<file path="config.mk">
export PLATFORM = sky130hd
export DESIGN_NAME = tile_dma_descriptor_generator
export DESIGN_NICKNAME = d
export VERILOG_FILES = /design/src/sv/tdg_pkg.sv /design/src/sv/tdg_mac.sv /design/src/sv/tdg_remainder.sv /design/src/sv/tile_dma_descriptor_generator.sv
export SDC_FILE = /design/constraint.sdc
export NUM_CORES = 2
export LEC_CHECK = 0
export BUFFER_PORTS_ARGS = -buffer_cell sky130_fd_sc_hd__buf_4
export CORE_AREA = 2 2 248 250
export DETAILED_ROUTE_END_ITERATION = 10
export DIE_AREA = 0 0 250 252
export HOLD_SLACK_MARGIN = 0.05
export PLACE_DENSITY = 0.74
export SLEW_MARGIN = 15
export SYNTH_ARGS = -nofsm -noshare
export SYNTH_HDL_FRONTEND = slang
export SYNTH_SLANG_ARGS = --single-unit
</file>
<file path="constraint.sdc">
create_clock -name clk -period 14.2 [get_ports clk]
set_clock_uncertainty 0.15 [all_clocks]
set_input_delay 2.13 -clock clk [delete_from_list [all_inputs] [get_ports clk]]
set_output_delay 2.13 -clock clk [all_outputs]
set_load 0.005 [all_outputs]
</file>
<file path="src/sv/tdg_pkg.sv">
// shared types and constants of the tile dma descriptor generator
package tdg_pkg;

    // plane padding in words and smallest residual tile
    localparam int PLANE_PAD_WORDS   = 256;
    localparam int MIN_RESIDUAL_ROWS = 6;

    // field widths
    localparam int GEOM_W  = 10;
    localparam int COUNT_W = 8;
    localparam int ADDR_W  = 32;
    localparam int LEN_W   = 24;
    localparam int SIZE_W  = 2 * GEOM_W;

    // remainder unit steps, one dividend bit each
    localparam int DIV_STEPS = GEOM_W;
    localparam int DIV_CNT_W = $clog2(DIV_STEPS + 1);

    // configuration register indexes
    localparam logic [2:0] CFG_FRAME_COLS     = 3'd0;
    localparam logic [2:0] CFG_FRAME_ROWS     = 3'd1;
    localparam logic [2:0] CFG_TILE_ROWS      = 3'd2;
    localparam logic [2:0] CFG_TILE_COUNT     = 3'd3;
    localparam logic [2:0] CFG_CHANNEL_GROUPS = 3'd4;
    localparam logic [2:0] CFG_HALF_OUTPUT    = 3'd5;
    localparam logic [2:0] CFG_INPUT_BASE     = 3'd6;
    localparam logic [2:0] CFG_OUTPUT_BASE    = 3'd7;

    // sequencer states
    typedef enum logic [3:0] {
        ST_IDLE,
        ST_DIV,
        ST_R_SIZE,
        ST_R_BASE,
        ST_R_PRE,
        ST_R_OFF,
        ST_R_LEN,
        ST_S_SIZE,
        ST_S_BASE,
        ST_S_PRE,
        ST_S_OFF,
        ST_S_LEN,
        ST_FINISH,
        ST_OUT
    } state_t;

    // one operation of the multiply-add unit: a * b + add, low 32 bits
    typedef struct packed {
        logic [ADDR_W-1:0] a;
        logic [GEOM_W-1:0] b;
        logic [ADDR_W-1:0] add;
    } mac_op_t;

    // remainder unit status
    typedef struct packed {
        logic              busy;
        logic [GEOM_W-1:0] remainder;
    } div_status_t;

endpackage

</file>
<file path="src/sv/tdg_mac.sv">
// shared multiply-add unit with registered result
module tdg_mac (
    input  logic                          clk,
    input  tdg_pkg::mac_op_t              op,
    output logic [tdg_pkg::ADDR_W-1:0]    result
);

    logic [tdg_pkg::ADDR_W+tdg_pkg::GEOM_W-1:0] prod;
    logic [tdg_pkg::ADDR_W-1:0]                 result_reg;
    logic [tdg_pkg::ADDR_W-1:0]                 result_next;

    // product kept modulo 2^32
    always_comb
    begin
        prod        = {{tdg_pkg::GEOM_W{1'b0}}, op.a} * {{tdg_pkg::ADDR_W{1'b0}}, op.b};
        result_next = prod[tdg_pkg::ADDR_W-1:0] + op.add;
    end

    always_ff @(posedge clk)
    begin
        result_reg <= result_next;
    end

    assign result = result_reg;

endmodule

</file>
<file path="src/sv/tdg_remainder.sv">
// restoring remainder unit, one dividend bit per cycle
module tdg_remainder (
    input  logic                          clk,
    input  logic                          rst_n,
    input  logic                          start,
    input  logic [tdg_pkg::GEOM_W-1:0]    dividend,
    input  logic [tdg_pkg::GEOM_W-1:0]    divisor,
    output tdg_pkg::div_status_t          status
);

    logic [tdg_pkg::DIV_CNT_W-1:0] cnt_reg;
    logic [tdg_pkg::DIV_CNT_W-1:0] cnt_next;
    logic [tdg_pkg::GEOM_W-1:0]    rem_reg;
    logic [tdg_pkg::GEOM_W-1:0]    rem_next;
    logic [tdg_pkg::GEOM_W-1:0]    quo_reg;
    logic [tdg_pkg::GEOM_W-1:0]    quo_next;
    logic [tdg_pkg::GEOM_W:0]      trial;
    logic [tdg_pkg::GEOM_W:0]      diff;

    // shift in the next dividend bit and subtract when it fits
    // a zero divisor always fits, so the remainder ends as the dividend
    always_comb
    begin
        cnt_next = cnt_reg;
        rem_next = rem_reg;
        quo_next = quo_reg;
        trial    = {rem_reg, quo_reg[tdg_pkg::GEOM_W-1]};
        diff     = trial - {1'b0, divisor};
        if (start)
        begin
            cnt_next = tdg_pkg::DIV_CNT_W'(tdg_pkg::DIV_STEPS);
            rem_next = '0;
            quo_next = dividend;
        end
        else if (cnt_reg != '0)
        begin
            cnt_next = cnt_reg - 1'b1;
            quo_next = {quo_reg[tdg_pkg::GEOM_W-2:0], 1'b0};
            if (trial >= {1'b0, divisor})
            begin
                rem_next = diff[tdg_pkg::GEOM_W-1:0];
            end
            else
            begin
                rem_next = trial[tdg_pkg::GEOM_W-1:0];
            end
        end
    end

    always_ff @(posedge clk or negedge rst_n)
    begin
        if (!rst_n)
        begin
            cnt_reg <= '0;
        end
        else
        begin
            cnt_reg <= cnt_next;
        end
    end

    always_ff @(posedge clk)
    begin
        rem_reg <= rem_next;
        quo_reg <= quo_next;
    end

    assign status.busy      = (cnt_reg != '0);
    assign status.remainder = rem_reg;

endmodule

</file>
<file path="src/sv/tile_dma_descriptor_generator.sv">
// tile dma descriptor generator: loop walker and descriptor sequencer
// a remainder phase, then one shared multiply-add per cycle (10 steps, 5 on a restart)
// and a finishing state build each descriptor
// one item at a time: the next task is taken the cycle after the descriptor transfer;
// reset (rst_n, async, active low) zeroes positions
module tile_dma_descriptor_generator (
    input  logic                          clk,
    input  logic                          rst_n,
    // configuration writes
    input  logic                          cfg_valid,
    output logic                          cfg_ready,
    input  logic [2:0]                    cfg_index,
    input  logic [31:0]                   cfg_data,
    // task channel
    input  logic                          job_valid,
    output logic                          job_stall,
    input  logic                          restart,
    // descriptor channel
    output logic                          desc_valid,
    input  logic                          desc_stall,
    output logic                          recv_active,
    output logic [tdg_pkg::ADDR_W-1:0]    recv_address,
    output logic [tdg_pkg::LEN_W-1:0]     recv_length,
    output logic                          send_active,
    output logic [tdg_pkg::ADDR_W-1:0]    send_address,
    output logic [tdg_pkg::LEN_W-1:0]     send_length,
    output logic                          last_task
);

    localparam int GW = tdg_pkg::GEOM_W;
    localparam int CW = tdg_pkg::COUNT_W;
    localparam int AW = tdg_pkg::ADDR_W;
    localparam int LW = tdg_pkg::LEN_W;
    localparam int SW = tdg_pkg::SIZE_W;

    tdg_pkg::state_t state_reg, state_next;

    // configuration
    logic [GW-1:0] frame_cols_reg, frame_cols_next;
    logic [GW-1:0] frame_rows_reg, frame_rows_next;
    logic [GW-1:0] tile_rows_reg, tile_rows_next;
    logic [CW-1:0] tile_count_reg, tile_count_next;
    logic [15:0]   channel_groups_reg, channel_groups_next;
    logic          half_output_reg, half_output_next;
    logic [AW-1:0] input_base_reg, input_base_next;
    logic [AW-1:0] output_base_reg, output_base_next;

    // loop positions
    logic [CW-1:0] pre_in_group_reg, pre_in_group_next;
    logic [CW-1:0] pre_tile_reg, pre_tile_next;
    logic [CW-1:0] pre_out_group_reg, pre_out_group_next;
    logic [CW-1:0] post_in_group_reg, post_in_group_next;
    logic [CW-1:0] post_tile_reg, post_tile_next;
    logic [CW-1:0] post_out_group_reg, post_out_group_next;
    logic          restart_reg, restart_next;

    // working values and result registers
    logic [GW-1:0] resid_reg, resid_next;
    logic [SW-1:0] size_reg, size_next;
    logic [AW-1:0] base_reg, base_next;
    logic          recv_active_reg, recv_active_next;
    logic [AW-1:0] recv_address_reg, recv_address_next;
    logic [LW-1:0] recv_length_reg, recv_length_next;
    logic          send_active_reg, send_active_next;
    logic [AW-1:0] send_address_reg, send_address_next;
    logic [LW-1:0] send_length_reg, send_length_next;
    logic          last_task_reg, last_task_next;

    tdg_pkg::mac_op_t     mac_op;
    logic [AW-1:0]        mac_res;
    tdg_pkg::div_status_t div_status;

    logic          cfg_write;
    logic          task_accept;
    logic          desc_accept;
    logic          div_start;
    logic [CW-1:0] in_last;
    logic [CW-1:0] tile_last;
    logic [CW-1:0] out_last;
    logic          single_tile;
    logic          post_final;
    logic          recv_on;
    logic [GW-1:0] rc, rr, rd, re;
    logic [GW-1:0] resid_raw;
    logic [AW-1:0] mac_pad;
    logic [CW-1:0] in_group_inc;
    logic [CW-1:0] tile_inc;

    assign cfg_ready   = 1'b1;
    assign cfg_write   = cfg_valid && cfg_ready;
    assign task_accept = job_valid && !job_stall;
    assign desc_accept = desc_valid && !desc_stall;

    // loop limits, a count of zero acts as 256
    assign in_last     = channel_groups_reg[7:0] - 1'b1;
    assign out_last    = channel_groups_reg[15:8] - 1'b1;
    assign tile_last   = tile_count_reg - 1'b1;
    assign single_tile = (tile_count_reg == CW'(1));
    assign post_final  = (post_out_group_reg == out_last) && (post_tile_reg == tile_last)
                         && (post_in_group_reg == in_last);
    assign recv_on     = (post_in_group_reg == in_last);

    // output geometry, halved under stride-2 pooling
    always_comb
    begin
        if (half_output_reg)
        begin
            rc = {1'b0, frame_cols_reg[GW-1:1]} + 1'b1;
            rr = {1'b0, frame_rows_reg[GW-1:1]} + 1'b1;
            rd = {1'b0, tile_rows_reg[GW-1:1]};
            re = {1'b0, resid_reg[GW-1:1]};
        end
        else
        begin
            rc = frame_cols_reg;
            rr = frame_rows_reg;
            rd = tile_rows_reg;
            re = resid_reg;
        end
    end

    // plane start: padded when a plane is small
    assign mac_pad = (mac_res > AW'(tdg_pkg::PLANE_PAD_WORDS)) ? mac_res
                                                               : AW'(tdg_pkg::PLANE_PAD_WORDS);

    // shared units
    tdg_mac u_mac (
        .clk    (clk),
        .op     (mac_op),
        .result (mac_res)
    );

    tdg_remainder u_rem (
        .clk      (clk),
        .rst_n    (rst_n),
        .start    (div_start),
        .dividend (frame_rows_reg),
        .divisor  (tile_rows_reg),
        .status   (div_status)
    );

    // next state
    always_comb
    begin
        state_next = state_reg;
        case (state_reg)
            tdg_pkg::ST_IDLE:
            begin
                if (task_accept)
                begin
                    state_next = tdg_pkg::ST_DIV;
                end
            end
            tdg_pkg::ST_DIV:
            begin
                if (!div_status.busy)
                begin
                    state_next = restart_reg ? tdg_pkg::ST_S_SIZE : tdg_pkg::ST_R_SIZE;
                end
            end
            tdg_pkg::ST_R_SIZE: state_next = tdg_pkg::ST_R_BASE;
            tdg_pkg::ST_R_BASE: state_next = tdg_pkg::ST_R_PRE;
            tdg_pkg::ST_R_PRE:  state_next = tdg_pkg::ST_R_OFF;
            tdg_pkg::ST_R_OFF:  state_next = tdg_pkg::ST_R_LEN;
            tdg_pkg::ST_R_LEN:  state_next = tdg_pkg::ST_S_SIZE;
            tdg_pkg::ST_S_SIZE: state_next = tdg_pkg::ST_S_BASE;
            tdg_pkg::ST_S_BASE: state_next = tdg_pkg::ST_S_PRE;
            tdg_pkg::ST_S_PRE:  state_next = tdg_pkg::ST_S_OFF;
            tdg_pkg::ST_S_OFF:  state_next = tdg_pkg::ST_S_LEN;
            tdg_pkg::ST_S_LEN:  state_next = tdg_pkg::ST_FINISH;
            tdg_pkg::ST_FINISH: state_next = tdg_pkg::ST_OUT;
            tdg_pkg::ST_OUT:
            begin
                if (desc_accept)
                begin
                    state_next = tdg_pkg::ST_IDLE;
                end
            end
            default: state_next = tdg_pkg::ST_IDLE;
        endcase
    end

    // handshake outputs
    always_comb
    begin
        job_stall  = (state_reg != tdg_pkg::ST_IDLE);
        desc_valid = (state_reg == tdg_pkg::ST_OUT);
        div_start  = task_accept;
    end

    // multiply-add operation per step
    always_comb
    begin
        mac_op = '0;
        case (state_reg)
            tdg_pkg::ST_R_SIZE:
            begin
                mac_op.a = AW'(rr);
                mac_op.b = rc;
            end
            tdg_pkg::ST_R_BASE:
            begin
                mac_op.a = mac_pad;
                mac_op.b = GW'(post_out_group_reg);
            end
            tdg_pkg::ST_R_PRE:
            begin
                mac_op.a = AW'(post_tile_reg);
                mac_op.b = rd;
            end
            tdg_pkg::ST_R_OFF:
            begin
                if (single_tile || (post_tile_reg == '0))
                begin
                    mac_op.add = base_reg;
                end
                else if (post_tile_reg == tile_last)
                begin
                    mac_op.a   = AW'(rr) - AW'(re) - AW'(1);
                    mac_op.b   = rc;
                    mac_op.add = base_reg;
                end
                else
                begin
                    // (tile * rows + 1) * cols
                    mac_op.a   = mac_res;
                    mac_op.b   = rc;
                    mac_op.add = base_reg + AW'(rc);
                end
            end
            tdg_pkg::ST_R_LEN:
            begin
                if (single_tile)
                begin
                    mac_op.add = AW'(size_reg);
                end
                else if (post_tile_reg == '0)
                begin
                    mac_op.a = AW'(rd) + AW'(1);
                    mac_op.b = rc;
                end
                else if (post_tile_reg == tile_last)
                begin
                    mac_op.a = AW'(re) + AW'(1);
                    mac_op.b = rc;
                end
                else
                begin
                    mac_op.a = AW'(rd);
                    mac_op.b = rc;
                end
            end
            tdg_pkg::ST_S_SIZE:
            begin
                mac_op.a = AW'(frame_rows_reg);
                mac_op.b = frame_cols_reg;
            end
            tdg_pkg::ST_S_BASE:
            begin
                mac_op.a = mac_pad;
                mac_op.b = GW'(pre_in_group_reg);
            end
            tdg_pkg::ST_S_PRE:
            begin
                mac_op.a = AW'(pre_tile_reg);
                mac_op.b = tile_rows_reg;
            end
            tdg_pkg::ST_S_OFF:
            begin
                if (single_tile)
                begin
                    mac_op.add = base_reg;
                end
                else if (pre_tile_reg == tile_last)
                begin
                    // last tile ends on the last row, two halo rows above
                    mac_op.a   = AW'(frame_rows_reg) - AW'(resid_reg) - AW'(2);
                    mac_op.b   = frame_cols_reg;
                    mac_op.add = base_reg;
                end
                else
                begin
                    mac_op.a   = mac_res;
                    mac_op.b   = frame_cols_reg;
                    mac_op.add = base_reg;
                end
            end
            tdg_pkg::ST_S_LEN:
            begin
                if (single_tile)
                begin
                    mac_op.add = AW'(size_reg);
                end
                else if (pre_tile_reg == tile_last)
                begin
                    mac_op.a = AW'(resid_reg) + AW'(2);
                    mac_op.b = frame_cols_reg;
                end
                else
                begin
                    mac_op.a = AW'(tile_rows_reg) + AW'(2);
                    mac_op.b = frame_cols_reg;
                end
            end
            default: mac_op = '0;
        endcase
    end

    // residual rows from the remainder
    always_comb
    begin
        resid_raw = (div_status.remainder == '0) ? tile_rows_reg : div_status.remainder;
        if (resid_raw < GW'(tdg_pkg::MIN_RESIDUAL_ROWS))
        begin
            resid_raw = GW'(tdg_pkg::MIN_RESIDUAL_ROWS);
        end
    end

    assign in_group_inc = pre_in_group_reg + 1'b1;
    assign tile_inc     = pre_tile_reg + 1'b1;

    // configuration, positions and datapath next values
    always_comb
    begin
        frame_cols_next     = frame_cols_reg;
        frame_rows_next     = frame_rows_reg;
        tile_rows_next      = tile_rows_reg;
        tile_count_next     = tile_count_reg;
        channel_groups_next = channel_groups_reg;
        half_output_next    = half_output_reg;
        input_base_next     = input_base_reg;
        output_base_next    = output_base_reg;
        pre_in_group_next   = pre_in_group_reg;
        pre_tile_next       = pre_tile_reg;
        pre_out_group_next  = pre_out_group_reg;
        post_in_group_next  = post_in_group_reg;
        post_tile_next      = post_tile_reg;
        post_out_group_next = post_out_group_reg;
        restart_next        = restart_reg;
        resid_next          = resid_reg;
        size_next           = size_reg;
        base_next           = base_reg;
        recv_active_next    = recv_active_reg;
        recv_address_next   = recv_address_reg;
        recv_length_next    = recv_length_reg;
        send_active_next    = send_active_reg;
        send_address_next   = send_address_reg;
        send_length_next    = send_length_reg;
        last_task_next      = last_task_reg;

        // register writes
        if (cfg_write)
        begin
            case (cfg_index)
                tdg_pkg::CFG_FRAME_COLS:     frame_cols_next     = cfg_data[GW-1:0];
                tdg_pkg::CFG_FRAME_ROWS:     frame_rows_next     = cfg_data[GW-1:0];
                tdg_pkg::CFG_TILE_ROWS:      tile_rows_next      = cfg_data[GW-1:0];
                tdg_pkg::CFG_TILE_COUNT:     tile_count_next     = cfg_data[CW-1:0];
                tdg_pkg::CFG_CHANNEL_GROUPS: channel_groups_next = cfg_data[15:0];
                tdg_pkg::CFG_HALF_OUTPUT:    half_output_next    = cfg_data[0];
                tdg_pkg::CFG_INPUT_BASE:     input_base_next     = cfg_data;
                tdg_pkg::CFG_OUTPUT_BASE:    output_base_next    = cfg_data;
                default:                     frame_cols_next     = frame_cols_reg;
            endcase
        end

        case (state_reg)
            tdg_pkg::ST_IDLE:
            begin
                if (task_accept)
                begin
                    restart_next = restart;
                    if (restart)
                    begin
                        pre_in_group_next   = '0;
                        pre_tile_next       = '0;
                        pre_out_group_next  = '0;
                        post_in_group_next  = '0;
                        post_tile_next      = '0;
                        post_out_group_next = '0;
                        recv_active_next    = 1'b0;
                        recv_address_next   = '0;
                        recv_length_next    = '0;
                        last_task_next      = 1'b0;
                    end
                end
            end
            tdg_pkg::ST_DIV:
            begin
                resid_next = resid_raw;
            end
            tdg_pkg::ST_R_BASE:
            begin
                size_next = mac_res[SW-1:0];
            end
            tdg_pkg::ST_R_PRE:
            begin
                base_next = mac_res;
            end
            tdg_pkg::ST_R_LEN:
            begin
                recv_address_next = output_base_reg + {mac_res[AW-4:0], 3'b000};
            end
            tdg_pkg::ST_S_SIZE:
            begin
                if (!restart_reg)
                begin
                    // receive fields and final flag from the finished position
                    recv_active_next = recv_on;
                    recv_length_next = recv_on ? {mac_res[LW-4:0], 3'b000} : '0;
                    if (!recv_on)
                    begin
                        recv_address_next = '0;
                    end
                    last_task_next = post_final;
                    // advance the loop: post takes pre, pre steps on
                    post_in_group_next  = pre_in_group_reg;
                    post_tile_next      = pre_tile_reg;
                    post_out_group_next = pre_out_group_reg;
                    pre_in_group_next   = in_group_inc;
                    if (in_group_inc == channel_groups_reg[7:0])
                    begin
                        pre_in_group_next = '0;
                        pre_tile_next     = tile_inc;
                        if (tile_inc == tile_count_reg)
                        begin
                            pre_tile_next      = '0;
                            pre_out_group_next = pre_out_group_reg + 1'b1;
                        end
                    end
                end
            end
            tdg_pkg::ST_S_BASE:
            begin
                size_next = mac_res[SW-1:0];
            end
            tdg_pkg::ST_S_PRE:
            begin
                base_next = mac_res;
            end
            tdg_pkg::ST_S_LEN:
            begin
                send_address_next = input_base_reg + {mac_res[AW-4:0], 3'b000};
            end
            tdg_pkg::ST_FINISH:
            begin
                // nothing to prefetch once the final task is current
                send_active_next = !post_final;
                send_length_next = {mac_res[LW-4:0], 3'b000};
                if (post_final)
                begin
                    send_address_next = '0;
                    send_length_next  = '0;
                end
            end
            default:
            begin
                restart_next = restart_reg;
            end
        endcase
    end

    // control state
    always_ff @(posedge clk or negedge rst_n)
    begin
        if (!rst_n)
        begin
            state_reg          <= tdg_pkg::ST_IDLE;
            frame_cols_reg     <= GW'(16);
            frame_rows_reg     <= GW'(16);
            tile_rows_reg      <= GW'(16);
            tile_count_reg     <= CW'(1);
            channel_groups_reg <= 16'd257;
            half_output_reg    <= 1'b0;
            input_base_reg     <= '0;
            output_base_reg    <= '0;
            pre_in_group_reg   <= '0;
            pre_tile_reg       <= '0;
            pre_out_group_reg  <= '0;
            post_in_group_reg  <= '0;
            post_tile_reg      <= '0;
            post_out_group_reg <= '0;
            restart_reg        <= 1'b0;
        end
        else
        begin
            state_reg          <= state_next;
            frame_cols_reg     <= frame_cols_next;
            frame_rows_reg     <= frame_rows_next;
            tile_rows_reg      <= tile_rows_next;
            tile_count_reg     <= tile_count_next;
            channel_groups_reg <= channel_groups_next;
            half_output_reg    <= half_output_next;
            input_base_reg     <= input_base_next;
            output_base_reg    <= output_base_next;
            pre_in_group_reg   <= pre_in_group_next;
            pre_tile_reg       <= pre_tile_next;
            pre_out_group_reg  <= pre_out_group_next;
            post_in_group_reg  <= post_in_group_next;
            post_tile_reg      <= post_tile_next;
            post_out_group_reg <= post_out_group_next;
            restart_reg        <= restart_next;
        end
    end

    // payload registers
    always_ff @(posedge clk)
    begin
        resid_reg        <= resid_next;
        size_reg         <= size_next;
        base_reg         <= base_next;
        recv_active_reg  <= recv_active_next;
        recv_address_reg <= recv_address_next;
        recv_length_reg  <= recv_length_next;
        send_active_reg  <= send_active_next;
        send_address_reg <= send_address_next;
        send_length_reg  <= send_length_next;
        last_task_reg    <= last_task_next;
    end

    assign recv_active  = recv_active_reg;
    assign recv_address = recv_address_reg;
    assign recv_length  = recv_length_reg;
    assign send_active  = send_active_reg;
    assign send_address = send_address_reg;
    assign send_length  = send_length_reg;
    assign last_task    = last_task_reg;

endmodule

</file>
======== Yosys cells after proc, flatten, opt, wreduce, memory -nomap -nowiden ========
Cells that the tools add are included.
operators by class
  add/sub/neg operators ................... 22
  divide/modulo/power cells ............... 0
  multiply operators ...................... 1
  magnitude comparators ................... 3
  reductions and logical operators ........ 36
  bitwise gates (word level) .............. 0
  equal/unequal tests ..................... 36
  shift operators ......................... 0
  mux-type cells .......................... 67
operator list
  kind                   count
  $pmux 42 s10           1
  $mux 32                8
  $mux 42                5
  $pmux 32 s3            2
  $mux 74                2
  $mux 8                 13
  $add 32x32->32         3
  $mux 24                4
  $pmux 8 s2             6
  $mux 10                8
  $pmux 32 s2            1
  $pmux 4 s14            1
  $eq 8x8->1             6
  $pmux 24 s2            1
  $mux 21                2
  $add 32x10->32         1
  $gt 32x9->1 const B    1
  $mul 32x10->32         1
  $add 8x1->8 const B    3
  $eq 4x4->1 const B     6
  $sub 8x1->8 const B    3
  $add 10x1->11 const B  2
  $add 10x2->11 const B  2
  $sub 10x10->11         2
  other kinds (37)       81
word-level totals
  output and inout bits ................... 118
  memory bits (writable) .................. 0
  ROM bits ................................ 0
  memories kept ........................... 0
  register bits ........................... 405
  bits in latches ......................... 0

======== Longest topological paths before layout ========
  word-level depth ........................ 9
  depth in mapped cells ................... 44
  mapped depth without buffers ............ 41

======== Hierarchy ========
From an unflattened synthesis, not the netlist that was laid out.
second synthesis, totals
  cell total of the unflattened synthesis .. 3,573
  area, all modules ....................... 33,609.7 µm²
by module, submodules not included
  module                         area an instance (µm²)  cells an instance  seq. area each (µm²)  instances
  tile_dma_descriptor_generator  22,474.1                2,314              9,446.6               1
  tdg_mac                        9,571.7                 1,099              640.6                 1
  tdg_remainder                  1,564.0                 160                600.6                 1

======== Worst setup path after synthesis ========
OpenSTA, ideal clock, no wires.
  kind .................................... flip-flop to flip-flop
  start point ............................. reg half_output_reg
  end point ............................... reg u_mac.result_reg (netlist bit u_mac.result[31])
  buffers on the path ..................... 7
  setup slack ............................. 4,173 ps
  stages on the path, launching flop included .. 41
  data required time ...................... 13,978 ps
  clock period less this slack ............ 10,027 ps
  data arrival time ....................... 9,805 ps
  path through ............................ dfrtp_1 > buf_1 > clkbuf_1 > clkbuf_1 > clkbuf_1 > buf_1 > o21ai_0 > a32o_1 > ha_1 > and3_1 > a221oi_1 > xor2_1 > o2111ai_1 > a211oi_1 > nand2_1 > a21oi_1 > buf_2 > clkbuf_1 > [5 not listed] > fa_1 > fa_1 > fa_1 > inv_1 > fa_1 > inv_1 > ha_1 > nor2b_1 > o21ai_0 > nand2_1 > a21oi_1 > nor2b_1 > nor3_1 > o21ai_0 > a211o_1 > o31a_1 > a31oi_1 > xnor2_1
on the way
  word-level cells in the longest chain between the ends .. 8
RTL lines
  what                                             line                                                                        text
  start, declared                                  tile_dma_descriptor_generator.sv:44                                         logic half_output_reg, half_output_next;
  start signal, assigned                           tile_dma_descriptor_generator.sv:493                                        half_output_reg <= half_output_next;
  $mux 10                                          tile_dma_descriptor_generator.sv:106                                        if (half_output_reg)
  $sub 10x10->11 or $add 10x1->11 (tied branches)  tile_dma_descriptor_generator.sv:219, tile_dma_descriptor_generator.sv:244
  $sub 11x2->12 or $mux 21 (tied branches)         tile_dma_descriptor_generator.sv:219, tile_dma_descriptor_generator.sv:242
  $mux 74 or $mux 42 (tied branches)               tile_dma_descriptor_generator.sv:217, tile_dma_descriptor_generator.sv:237
  $mux 42, on equally long branches                tile_dma_descriptor_generator.sv:213, tile_dma_descriptor_generator.sv:233
  $pmux 42 s10                                     tile_dma_descriptor_generator.sv:195                                        case (state_reg)
  $mul 32x10->32                                   tdg_mac.sv:15                                                               prod = {{tdg_pkg::GEOM_W{1'b0}}, op.a} * {{tdg_pkg::ADDR_W{1'b0}}, op.b};
  $add 32x32->32 *                                 tdg_mac.sv:16                                                               result_next = prod[tdg_pkg::ADDR_W-1:0] + op.add;
  via u_mac.result_next (one bit)                  tdg_mac.sv:10                                                               logic [tdg_pkg::ADDR_W-1:0] result_next;
  end signal, assigned                             tdg_mac.sv:21                                                               result_reg <= result_next;
  end, declared                                    tdg_mac.sv:9                                                                logic [tdg_pkg::ADDR_W-1:0] result_reg;
The timed path passes the listed nets; every way through them passes the cells marked *.
A chain may end at the register's enable or synchronous reset.

======== Worst setup path after layout ========
Ends and elaborated chain as after synthesis.

==> results.sh <==
export IMPL_crit_type="flip-flop to flip-flop"
export IMPL_p_per_area_nw_per_um2=164
export IMPL_cp_slowest_stage_delay_ns=0.60
export IMPL_synthArstFlopShare_pct=44.1
export IMPL_htreeDepth=2
export IMPL_cts_hold_buf=0
export IMPL_maxCapViolCount=0
export IMPL_grt_pass1_vias=26600
export IMPL_arrival_ns=10.71
export IMPL_cts_resized=0
export IMPL_grtUsageTotal_pct=31.9
export IMPL_rsz0062_at_grt="no"
export IMPL_cts_buffers=44
export IMPL_cts_path_max_buffers=3
export IMPL_cp_common_cell="fa_1"
export IMPL_cp_data_required_time_ns=14.57
export IMPL_grt_max_degree=68
export IMPL_grt_pass1_wl_mm=155
export IMPL_critical_path_slowest_cell="o21ai_0"
export IMPL_synthFlopType="edfxtp_1"
export IMPL_finalHoldViolCount=0
export IMPL_post_drt_wl_per_cell_um=22.5
export IMPL_avgViaCountPerCell=6.10
export IMPL_initial_core_util_pct=54.5
export IMPL_hp_class="flip-flop to flip-flop"
export IMPL_synth_top_cells_by_area="edfxtp_1 17%, fa_1 14%, dfrtp_1 13%"
export IMPL_synth_edff_count=181
export IMPL_grt_busiest_layer="met2"
export IMPL_wirelength_mm=100
export IMPL_cts_tree="done"
export IMPL_antenna_found_initial=2
export IMPL_rrSetupSlack_ns=3.87
export IMPL_drtAntennaViolNets=0
export IMPL_syn2layout_area_growth_pct=10.7
export IMPL_path_max_fanout=21
export IMPL_overflow=0
export IMPL_ys_ff_latch=399
export IMPL_core_um2=60100
export IMPL_die_area_um2=63000
export IMPL_final_nets=4072
export IMPL_finalSetupViolCount=0
export IMPL_synth_top_cell_area_share_pct=16.6
export IMPL_ys_warnings_count=0
export IMPL_fillers=5202
export IMPL_syn_instance_count=3531
export IMPL_avgSynthCellArea_um2=9.28
export IMPL_dp_hpwl_mm=75.3
export IMPL_clock_latency_ns=0.59
export IMPL_tightest_slew_ns=1.04
export IMPL_syn_area_um2=32800
export IMPL_drtPass1Iterations=9
export IMPL_die_y_um=252
export IMPL_endpoint_kind="flip-flop"
export IMPL_fin_crit_sh_pct=72.8
export IMPL_post_cts_setup_buffers=0
export IMPL_status="complete, no violations"
export IMPL_gp_congestion=1.02
export IMPL_yosysTopAreaCell="edfxtp_1"
export IMPL_p_leak_nw=15.9
export IMPL_final_area_um2=36300
export IMPL_layout_drive_gt1_share_pct=11.8
export IMPL_fin_crit_ns=10.33
export IMPL_grt_use_met1_pct=42.7
export IMPL_io_buffer_count=151
export IMPL_cts_clk_slew_worst_paths_ns=0.07
export IMPL_yosysUniqueCellTypes=89
export IMPL_start_kind="flip-flop"
export IMPL_cts_sinks=399
export IMPL_synth_seq_area_share_pct=32.6
export IMPL_clock_root_buffer="clkbuf_16"
export IMPL_met2_usage_pct=51.6
export IMPL_groute_layer_met3_usage_pct=5.71
export IMPL_vias=27200
export IMPL_row_count=90
export IMPL_maxSlewViolCount=0
export IMPL_peakVddDrop_mv=0.121
export IMPL_fp_dieW_um=250
export IMPL_slew_headroom_pct=30.1
export IMPL_place_area_um2=34800
export IMPL_drc=0
export IMPL_pin_count=159
export IMPL_power_mw=5.97
export IMPL_drt_iter0_markers=2821
export IMPL_fmax_mhz=96.8
export IMPL_finalSetupTns_ns=0
==> cells in the mapped netlist, drive strengths merged, types with 10 or more instances <==
library cell  count
a222oi           14
a21oi           176
nand4            18
xnor2           119
o21a             21
and2             71
a221o            13
inv             313
nand2b           48
nor3b            14
nor2b            59
buf              24
nor2            288
mux2            108
a211oi           24
nand2           445
a211o            10
xor2             74
nor4             25
a31oi            21
mux2i            30
a21boi           20
nor3             72
edfxtp          181
clkbuf          132
o22ai            12
and3             33
o21ai           204
o31ai            17
o2111ai          11
a221oi           14
fa              234
ha              166
nand3            94
o211ai           11
a21o             51
dfrtp           170
o21bai           11
or3              19
dfxtp            42
==> through the flow <==
step | setup WS (ns) | hold WS, ns | cells | util (%)
3_5_place_dp | 4.03 | 0.327 | 4367 | 57.8
2_1_floorplan | 4.17 | 0.282 | 3536 | -
3_3_place_gp | 4.13 | 0.320 | 4367 | 57.8
6_report | 3.87 | 0.338 | 4452 | 60.3
5_1_grt | 3.18 | 0.368 | 4449 | 60.3
4_1_cts | 4.00 | 0.341 | 4449 | 60.3
==> logic make-up (layout without fill, tap and decap cells) <==
| kind of cell | after synthesis | after routing | synth area share (%) |
|---|---|---|---|
| fa+ha+maj | 400 | 400 | 20.6 |
| flops | 399 | 399 | 32.6 |
| xor+xnor | 195 | 195 | 5.32 |
| mux | 138 | 138 | 4.63 |
| simple gates | 1229 | 1229 | 17.6 |
| buf+inv | 470 | 601 | 5.51 |
| compound gates | 698 | 698 | 13.7 |
| other cells | 2 | 10 | 0.0229 |
==> report_power, final <==
group          internal, mW  switching (mW)
sequential             1.56           0.333
combinational          1.11            1.79
clock                 0.675           0.492
==> placed cells by master, fill, tap and decap left out, types with 13 or more instances in the layout <==
master,count
a21o_1,51
o21ai_0,196
nor3_1,69
o21a_1,21
nand3_1,93
and2_1,70
mux2i_1,30
mux2_2,108
inv_1,312
buf_4,204
nor2_1,284
a221oi_1,14
clkbuf_16,45
a222oi_1,14
o31ai_1,16
nand2b_1,48
xor2_1,74
dfxtp_1,42
nor4_1,22
fa_1,234
dfrtp_1,169
nand4_1,18
nor2b_1,59
and3_1,32
xnor2_1,118
edfxtp_1,181
a21boi_0,19
ha_1,166
a221o_1,13
a21oi_1,174
nand2_1,445
a31oi_1,20
or3_1,19
a211oi_1,24
==> cell type report <==
class	count	area, um^2	area share, %
multi-input cells	2667	20400	56.2
flip-flops and latches	399	10700	29.5
repair buffers	205	1540	4.25
clock buffers	65	1290	3.56
inverters	314	1180	3.25
well taps	782	978	2.70
clock inverters	17	208	0.572
diodes	3	7.51	0.0207
==> final timing paths <==
kind | start | to | depth (start not counted)
worst max-delay path | half_output_reg | u_mac.result[31] | 36
worst min-delay path | post_in_group_reg[4] | post_in_group_reg[4] | 2
worst max register to register | half_output_reg | u_mac.result[31] | 36
worst min register to register | post_in_group_reg[4] | post_in_group_reg[4] | 2
max in group asynchronous | rst_n | input_base_reg[30] | 3
min in group asynchronous | rst_n | u_rem.cnt_reg[1] | 1
==> metal layers <==
metal / part of all wire, % / vias to the layer above / wire length (um)
li1: - / 12300 / -
met1: 41 / 13200 / 40800
met2: 46 / 1371 / 46300
met3: 8.9 / 244 / 8880
met4: 4.1 / 0 / 4110
met5: 0 / - / 0
==> critical path: cells and delay by family, from the launching register on <==
| family | cells | cell delay, ns |
|---|---|---|
| buf+inv | 6 | 1.00 |
| simple gates | 7 | 1.02 |
| xor+xnor | 2 | 0.43 |
| fa+ha+maj | 8 | 3.71 |
| compound gates | 13 | 3.58 |
| flops | 1 | 0.36 |
(Power assumes the default switching activity.)
